File: src/rtl/knob_level_with_led_curve_unit_macros.svh
// ----------------------------------------------------------------------------
// Knob level unit assertion macros
// Shared concurrent assertion forms, sampled on clk and disabled during rst.
// ----------------------------------------------------------------------------
`ifndef KNOB_LEVEL_WITH_LED_CURVE_UNIT_MACROS_SVH
`define KNOB_LEVEL_WITH_LED_CURVE_UNIT_MACROS_SVH

// Check cond in the same cycle as en.
`define KLC_ASSERT_NOW(label, en, cond, msg) \
  label: assert property (@(posedge clk) disable iff (rst) (en) |-> (cond)) \
    else $error(msg);

// Check cond in the cycle after en.
`define KLC_ASSERT_NEXT(label, en, cond, msg) \
  label: assert property (@(posedge clk) disable iff (rst) (en) |=> (cond)) \
    else $error(msg);

`endif

File: src/rtl/klc_pkg.sv
// ----------------------------------------------------------------------------
// klc_pkg
// Request codes, level limits and LED curve constants for the knob level unit.
// ----------------------------------------------------------------------------
package klc_pkg;

  // Request codes
  localparam logic [3:0] REQ_KNOB    = 4'd0;
  localparam logic [3:0] REQ_ZERO    = 4'd1;
  localparam logic [3:0] REQ_ABS     = 4'd2;
  localparam logic [3:0] REQ_ADD_ARG = 4'd3;
  localparam logic [3:0] REQ_ADD_TEN = 4'd4;
  localparam logic [3:0] REQ_SUB_ARG = 4'd5;
  localparam logic [3:0] REQ_SUB_TEN = 4'd6;
  localparam logic [3:0] REQ_TOGGLE  = 4'd7;
  localparam logic [3:0] REQ_READ    = 4'd8;

  // Level limits and step sizes
  localparam logic [7:0] LEVEL_MIN = 8'd0;
  localparam logic [7:0] LEVEL_MAX = 8'd255;
  localparam logic [17:0] TEN_STEP = 18'd10;

  // Curve breakpoints on the level axis
  localparam logic [7:0] CURVE_IN_1 = 8'd50;
  localparam logic [7:0] CURVE_IN_2 = 8'd100;
  localparam logic [7:0] CURVE_IN_3 = 8'd150;
  localparam logic [7:0] CURVE_IN_4 = 8'd200;

  // Curve values at the left end of each segment
  localparam logic [7:0] CURVE_OUT_1 = 8'd20;
  localparam logic [7:0] CURVE_OUT_2 = 8'd40;
  localparam logic [7:0] CURVE_OUT_3 = 8'd100;
  localparam logic [7:0] DUTY_MAX    = 8'd254;

  // Divide by five as multiply by 205 and shift by 10 (exact below 1024)
  localparam logic [17:0] DIV5_RECIP = 18'd205;
  localparam int          DIV5_SHIFT = 10;

  // Level update result handed from the update logic to the result stage
  typedef struct packed {
    logic       report;
    logic [7:0] level;
  } klc_update_t;

endpackage

File: src/rtl/klc_level_update.sv
// ----------------------------------------------------------------------------
// klc_level_update
// Next level from the current level and one request, saturated to 0..255,
// with the report flag for a change or a read.
// ----------------------------------------------------------------------------
module klc_level_update (
  input  logic [3:0]           req_type,
  input  logic signed [15:0]   argument,
  input  logic signed [7:0]    knob_steps,
  input  logic                 knob_click,
  input  logic [7:0]           cur_level,
  output klc_pkg::klc_update_t upd
);
  import klc_pkg::*;

  logic [17:0] cur_ext;
  logic [17:0] arg_ext;
  logic [17:0] steps_ext;
  logic [17:0] steps_x4;
  logic [17:0] knob_base;
  logic [17:0] sum;
  logic        is_read;
  logic [7:0]  new_level;

  // Extend operands to a common 18-bit two's complement width
  assign cur_ext   = {10'd0, cur_level};
  assign arg_ext   = {{2{argument[15]}}, argument};
  assign steps_ext = {{10{knob_steps[7]}}, knob_steps};
  assign steps_x4  = {steps_ext[15:0], 2'b00};

  // Apply the click before the steps
  always_comb begin
    if (knob_click) begin
      knob_base = (cur_level != LEVEL_MIN) ? {10'd0, LEVEL_MIN} : {10'd0, LEVEL_MAX};
    end else begin
      knob_base = cur_ext;
    end
  end

  // Select the unsaturated next level
  always_comb begin
    is_read = 1'b0;
    case (req_type)
      REQ_KNOB:    sum = knob_base + steps_x4;
      REQ_ZERO:    sum = {10'd0, LEVEL_MIN};
      REQ_ABS:     sum = arg_ext;
      REQ_ADD_ARG: sum = cur_ext + arg_ext;
      REQ_ADD_TEN: sum = cur_ext + TEN_STEP;
      REQ_SUB_ARG: sum = cur_ext - arg_ext;
      REQ_SUB_TEN: sum = cur_ext - TEN_STEP;
      REQ_TOGGLE:  sum = (cur_level != LEVEL_MAX) ? {10'd0, LEVEL_MAX} : {10'd0, LEVEL_MIN};
      REQ_READ: begin
        sum     = cur_ext;
        is_read = 1'b1;
      end
      default:     sum = cur_ext;
    endcase
  end

  // Saturate to the level range
  always_comb begin
    if (sum[17]) begin
      new_level = LEVEL_MIN;
    end else if (sum[16:8] != 9'd0) begin
      new_level = LEVEL_MAX;
    end else begin
      new_level = sum[7:0];
    end
  end

  assign upd.level  = new_level;
  assign upd.report = is_read || (new_level != cur_level);

endmodule

File: src/rtl/klc_duty_curve.sv
// ----------------------------------------------------------------------------
// klc_duty_curve
// Six-point piecewise-linear LED duty curve of the level, truncating division.
// ----------------------------------------------------------------------------
module klc_duty_curve (
  input  logic [7:0] level,
  output logic [7:0] led_duty
);
  import klc_pkg::*;

  logic [7:0]  seg_ofs;
  logic [9:0]  numer;
  logic [7:0]  base;
  logic        use_div;
  logic [7:0]  direct;
  logic [17:0] prod;
  logic [7:0]  quot;

  // Pick the segment: the first three divide by 5, the rest are exact
  always_comb begin
    seg_ofs = level;
    numer   = 10'd0;
    base    = LEVEL_MIN;
    use_div = 1'b1;
    direct  = LEVEL_MIN;
    if (level < CURVE_IN_1) begin
      numer = {1'b0, level, 1'b0};
    end else if (level < CURVE_IN_2) begin
      seg_ofs = level - CURVE_IN_1;
      numer   = {1'b0, seg_ofs, 1'b0};
      base    = CURVE_OUT_1;
    end else if (level < CURVE_IN_3) begin
      seg_ofs = level - CURVE_IN_2;
      numer   = {2'b00, seg_ofs} * 10'd6;
      base    = CURVE_OUT_2;
    end else if (level <= CURVE_IN_4) begin
      seg_ofs = level - CURVE_IN_3;
      use_div = 1'b0;
      direct  = CURVE_OUT_3 + {seg_ofs[6:0], 1'b0};
    end else begin
      // Last segment: d*54/55 truncates to d-1 for d in 1..55
      use_div = 1'b0;
      direct  = level - 8'd1;
    end
  end

  // Divide by five through the reciprocal
  assign prod = {8'd0, numer} * DIV5_RECIP;
  assign quot = prod[DIV5_SHIFT +: 8];

  assign led_duty = use_div ? (base + quot) : direct;

endmodule

File: src/rtl/knob_level_with_led_curve_unit.sv
// An accepted request item passes the input register, then the result register, to rsp.
// Throughput: one item per cycle; the input register and the result register
// both advance whenever the result side is free or being drained.
// Reset: rst clears the stage valids and sets the stored level to 0; no
// result is pending after reset.
`include "knob_level_with_led_curve_unit_macros.svh"
// ----------------------------------------------------------------------------
// knob_level_with_led_curve_unit
// Input register, level update with saturation and LED curve, result register.
// ----------------------------------------------------------------------------
module knob_level_with_led_curve_unit (
  input  logic               clk,
  input  logic               rst,
  input  logic               req_valid,
  output logic               req_stall,
  input  logic [3:0]         req_type,
  input  logic signed [15:0] argument,
  input  logic signed [7:0]  knob_steps,
  input  logic               knob_click,
  output logic               rsp_valid,
  input  logic               rsp_stall,
  output logic               report,
  output logic [7:0]         level,
  output logic [7:0]         led_duty
);
  import klc_pkg::*;

  logic               s1_valid;
  logic [3:0]         s1_type;
  logic signed [15:0] s1_arg;
  logic signed [7:0]  s1_steps;
  logic               s1_click;
  logic [7:0]         current_level;
  logic               rsp_free;
  logic               s1_free;
  logic               s1_fire;
  klc_update_t        upd;
  logic [7:0]         duty_next;

  // Stage handshake
  assign rsp_free  = !rsp_valid || !rsp_stall;
  assign s1_free   = !s1_valid || rsp_free;
  assign s1_fire   = s1_valid && rsp_free;
  assign req_stall = !s1_free;

  // Hold the incoming item in the input register
  always_ff @(posedge clk) begin
    if (rst) begin
      s1_valid <= 1'b0;
    end else if (s1_free) begin
      s1_valid <= req_valid;
    end
  end

  always_ff @(posedge clk) begin
    if (s1_free && req_valid) begin
      s1_type  <= req_type;
      s1_arg   <= argument;
      s1_steps <= knob_steps;
      s1_click <= knob_click;
    end
  end

  klc_level_update u_update (
    .req_type   (s1_type),
    .argument   (s1_arg),
    .knob_steps (s1_steps),
    .knob_click (s1_click),
    .cur_level  (current_level),
    .upd        (upd)
  );

  klc_duty_curve u_curve (
    .level    (upd.level),
    .led_duty (duty_next)
  );

  // Advance the stored level with each item that moves to the result
  always_ff @(posedge clk) begin
    if (rst) begin
      current_level <= LEVEL_MIN;
    end else if (s1_fire) begin
      current_level <= upd.level;
    end
  end

  // Load the result register; drop valid once the item is taken
  always_ff @(posedge clk) begin
    if (rst) begin
      rsp_valid <= 1'b0;
    end else if (rsp_free) begin
      rsp_valid <= s1_valid;
    end
  end

  always_ff @(posedge clk) begin
    if (s1_fire) begin
      report   <= upd.report;
      level    <= upd.level;
      led_duty <= duty_next;
    end
  end

  // Assertions
  `KLC_ASSERT_NOW(a_level_tracks, rsp_valid, level == current_level, "result level differs from stored level")
  `KLC_ASSERT_NOW(a_duty_range, rsp_valid, led_duty <= DUTY_MAX, "LED duty above curve maximum")
  `KLC_ASSERT_NOW(a_duty_top, rsp_valid && (level == LEVEL_MAX), led_duty == DUTY_MAX, "LED duty wrong at full level")
  `KLC_ASSERT_NEXT(a_advance, s1_fire, rsp_valid, "item lost between input and result register")

endmodule

File: config.mk
export PLATFORM = sky130hd
export DESIGN_NAME = knob_level_with_led_curve_unit
export DESIGN_NICKNAME = d
export VERILOG_FILES = /design/src/rtl/klc_pkg.sv /design/src/rtl/klc_level_update.sv /design/src/rtl/klc_duty_curve.sv /design/src/rtl/knob_level_with_led_curve_unit.sv
export VERILOG_INCLUDE_DIRS = /design/src /design/src/rtl
export SDC_FILE = /design/constraint.sdc
export NUM_CORES = 1
export LEC_CHECK = 0
export BUFFER_PORTS_ARGS = -buffer_cell sky130_fd_sc_hd__buf_4
export CAP_MARGIN = 20
export CORE_MARGIN = 1.5
export CORE_UTILIZATION = 46
export DETAILED_ROUTE_END_ITERATION = 10
export SLEW_MARGIN = 25
export SYNTH_ARGS = -nofsm -noshare
export SYNTH_HDL_FRONTEND = slang
export SYNTH_SLANG_ARGS = --single-unit
File: constraint.sdc
create_clock -name clk -period 21.7 [get_ports clk]
set_input_delay 1.085 -clock clk [delete_from_list [all_inputs] [get_ports clk]]
set_output_delay 1.085 -clock clk [all_outputs]
set_load 0.005 [all_outputs]
==> run summary <==
Count of final hold-check violations: 0. The library cells used most frequently in the layout, excluding fill and tap cells, are ha_1, inv_1, nor2_1, a21oi_1, buf_4. The run gives 0 as the number of failing setup endpoints in the final timing report. Kind of end point of the critical path: a flip-flop.

The area growth from synthesis to layout works out to 8.672%. Buffers placed on the I/O ports in this run total 51. The synthesized netlist contains 88 unique library cells. For the overall track demand over capacity in global routing, the log shows 23.96%. TritonCTS built the clock tree.

Setup repair after global routing left no endpoint under its margin. Biggest area consumer among synthesized cells: edfxtp_1. The number of enable-type register cells in the synthesized netlist was 46. The routed wire length is 18.95 mm. The area share of the largest cell type after synthesis is 19.70%, and the proportion of power drawn by combinational gates is 81.5%. Gates resized during post-CTS repair numbered 0.

The sort of element at the start of the critical path is a flip-flop. Leaving out fill and tap cells, the most frequent cell in the layout is ha_1. For this configuration, the core starts out at a cell density of 47.70%. The most frequent cell on the critical path was ha_1. The setup clock skew after layout was 0.008359 ns.

The type of the worst setup path was flip-flop to flip-flop. The final weighted congestion of routability-driven global placement came out at 0.9475. The run finished with clean final reports. The total negative setup slack was 0 ns. Yosys printed 0 warnings. The kind of path behind the tightest hold check is flip-flop to flip-flop. After detailed routing, the average wire length per cell comes to 18.71 um.

The number of antenna violations at the first check in global routing was 0. For this design the ratio of total power to cell area is 178.8 mW/mm2. After global routing the overflow that remains totals 0. The run gives 56 as the number of sinks driven by the clock tree. Based on the critical path, the design can be clocked at up to 80.00 MHz. The internal power of the cells totals 681.1 uW. Once detailed placement completed, the half-perimeter wirelength came to 14.82 mm. Data on the critical path arrives at its endpoint at 12.55 ns.

The run gives 5 as the number of clock buffers inserted by TritonCTS. The tree is rooted in a clkbuf_16. Entering global routing, the biggest net connects 30 pins. Once the clock tree was built, the setup fixing pass inserted 0 buffers. The total number of nets in the final design is 970, and the switching part of the total power is 50.01%. The pre-antenna-repair detailed-routing pass consisted of 4 iterations. The share of async-settable or async-resettable flops after synthesis is 0%.

The logs give 0 for the cts-stage hold buffer count and 0.01470 mm2 for the area inside the core boundary. X dimension of the die: 126.5 um. The largest individual stage delay along the critical path comes from the cell dfxtp_1. Buffer levels on the longest clock path: 2. The post-synthesis cell area is 0.007012 mm2. The largest incremental delay on the critical path was 0.51 ns.

The worst path needs 12.50 ns of the cycle, external delays included. The H-tree depth came out at 2. Summed over all nets, the switching power comes to 681.5 uW.

Of all nets on the critical path, the largest fanout is 12. The number of synthesized register bits came out at 56. The number of cells produced by synthesis is 802. By area the synthesized netlist is led by edfxtp_1, ha_1, fa_1, a21oi_1, xnor2_1.

The logs give 30.59 mm for the wire length of the first global-routing pass and 22.56% for the sequential element share of the synthesized area. The final number of max-transition violations came out at 0. In the routed design, unresolved DRC markers number 0. The run gives 52 as the count of pins on the block boundary. The die covers 0.01599 mm2. The primary flip-flop cell chosen by synthesis mapping is edfxtp_1. The tools report the worst-case headroom to the max-slew limit as 34.58%. Using the TritonRoute via totals, the vias-per-cell ratio works out to 6.113.

For the via count of the first global-routing pass, the log shows 5851. The count of nets left with antenna violations once routing finished came out at 0. The run gives 0 as the number of antenna cells inserted.

A synthesized cell averages 8.743 um2. The highest ir drop seen on vdd was 0.1372 mV; the slew at the pin closest to its max-slew limit was 0.9783 ns. The overall die height is 126.5 um, and the share of layout cells above drive strength 1 is 11.94%. After layout, the worst path uses 57.60% of the clock period. In this run the core area contains 44 standard-cell rows.

The reported leakage power was 3.246 nW. Final hold analysis gives a worst-case slack of 0.4999 ns. The clock latency on the worst-skew pair is 0.31 ns, and the number of violations of the max-capacitance limit is 0. In this run, the clock network consumes 5.9% of the power.

Per report_power, the sequential group accounts for 12.6% of the total. The run gives 21.75 ns as the required time of the worst setup path. The detailed router's first-iteration violation count was 513; the register clock-pin slew on the reported worst setup and hold paths was 0.07 ns. Synthesis produced a netlist with a net count of 944. The routed via count is 6192.
state kept, by name (all words and copies together) (netlist names):
register	flops
rsp_valid	1
s1_steps	8
s1_valid	1
level	8
s1_type	4
s1_click	1
led_duty	8
current_level	8
s1_arg	16
report	1
kinds of logic after synthesis:
group / after synthesis / share of synthesized area (%)
fa+ha+maj: 109 / 21.48
simple gates: 225 / 16.92
buf+inv: 113 / 6.692
flops: 56 / 22.56
xor+xnor: 47 / 5.978
compound gates: 246 / 25.52
mux: 6 / 0.8566
power by group through the flow:
stage / combinational (mW) / sequential (mW) / clock (mW)
final: 1.11 / 0.172 / 0.0803
after global routing: 1.27 / 0.174 / 0.0864
after CTS: 1.11 / 0.171 / 0.0823
after detailed placement: 1.10 / 0.174 / 0
after global placement: 1.07 / 0.173 / 0
after floorplan: 0.831 / 0.167 / 0
path summary, 6_finish.rpt:
kind,start,endpoint,slack [ns],cells past startpoint
setup reg to reg,current_level[5],led_duty[7],9.20,53
hold reg to reg,s1_valid,rsp_valid,0.50,2
setup / recovery,current_level[5],led_duty[7],9.20,53
hold / removal,s1_valid,rsp_valid,0.50,2
worst max-delay path: cells and delay by family, from the launching register on:
family	cells	cell delay, ns
AO/OA/AOI/OAI	22	4.42
AND/OR/NAND/NOR	17	3.73
adder cells (fa/ha/maj)	9	2.63
buffers and inverters	4	0.71
flip-flops	1	0.51
XOR/XNOR	1	0.21
area by class of cell:
cell class                      count  area (um2)
Inverter                           77       291.5
Clock buffer                        6       128.9
Multi-Input combinational cell    633        4964
Sequential cell                    56        1582
Fill cell                        1353        7079
Tap cell                          184       230.2
Timing Repair Buffer               55       412.9
Clock inverter                      2       11.26
metal layers:
metal	vias up	wire, um	GRT usage, %	part of all wire (%)
met4	0	308	6.220	1.6
met3	21	1255	4.429	6.6
li1	2999	-	-	-
met2	230	8147	37.00	43
met1	2942	9239	34.48	49
met5	-	0	0	0
cell usage after synthesis (4+ instances only):
master / count
o21ai_0: 37
buf_4: 5
edfxtp_1: 46
nor3b_1: 5
nor4_1: 6
o221ai_1: 5
nor2_1: 63
a221o_1: 5
a221oi_1: 4
and2_1: 4
o22ai_1: 7
o21ai_1: 4
nand3_1: 21
nand2b_1: 7
o31ai_1: 7
nand2_1: 51
a211oi_1: 5
nor2b_1: 10
o211ai_1: 13
and3_1: 8
fa_1: 19
a21oi_1: 62
a31oi_1: 7
mux2i_1: 6
buf_2: 13
ha_1: 90
o21a_1: 13
xnor2_1: 34
nand4_1: 8
clkbuf_1: 16
o21bai_1: 5
dfxtp_1: 10
a32oi_1: 5
a22oi_1: 6
inv_1: 71
nor3_1: 13
xor2_1: 12
a21o_1: 17
metrics by stage:
| stage | cell area [um2] | utilization (%) | std cells | power [mW] | setup WS, ns |
|---|---|---|---|---|---|
| after global placement | 7480 | 50.89 | 1005 | 1.244 | 9.667 |
| final | 7620 | 51.84 | 1013 | 1.363 | 9.200 |
| after CTS | 7620 | 51.84 | 1013 | 1.362 | 9.363 |
| after global routing | 7620 | 51.84 | 1013 | 1.529 | 8.282 |
| after floorplan | 7012 | - | 802 | 0.9985 | 10.93 |
| after detailed placement | 7480 | 50.89 | 1005 | 1.271 | 9.391 |
Note: power is estimated with default switching activity, not from simulation.
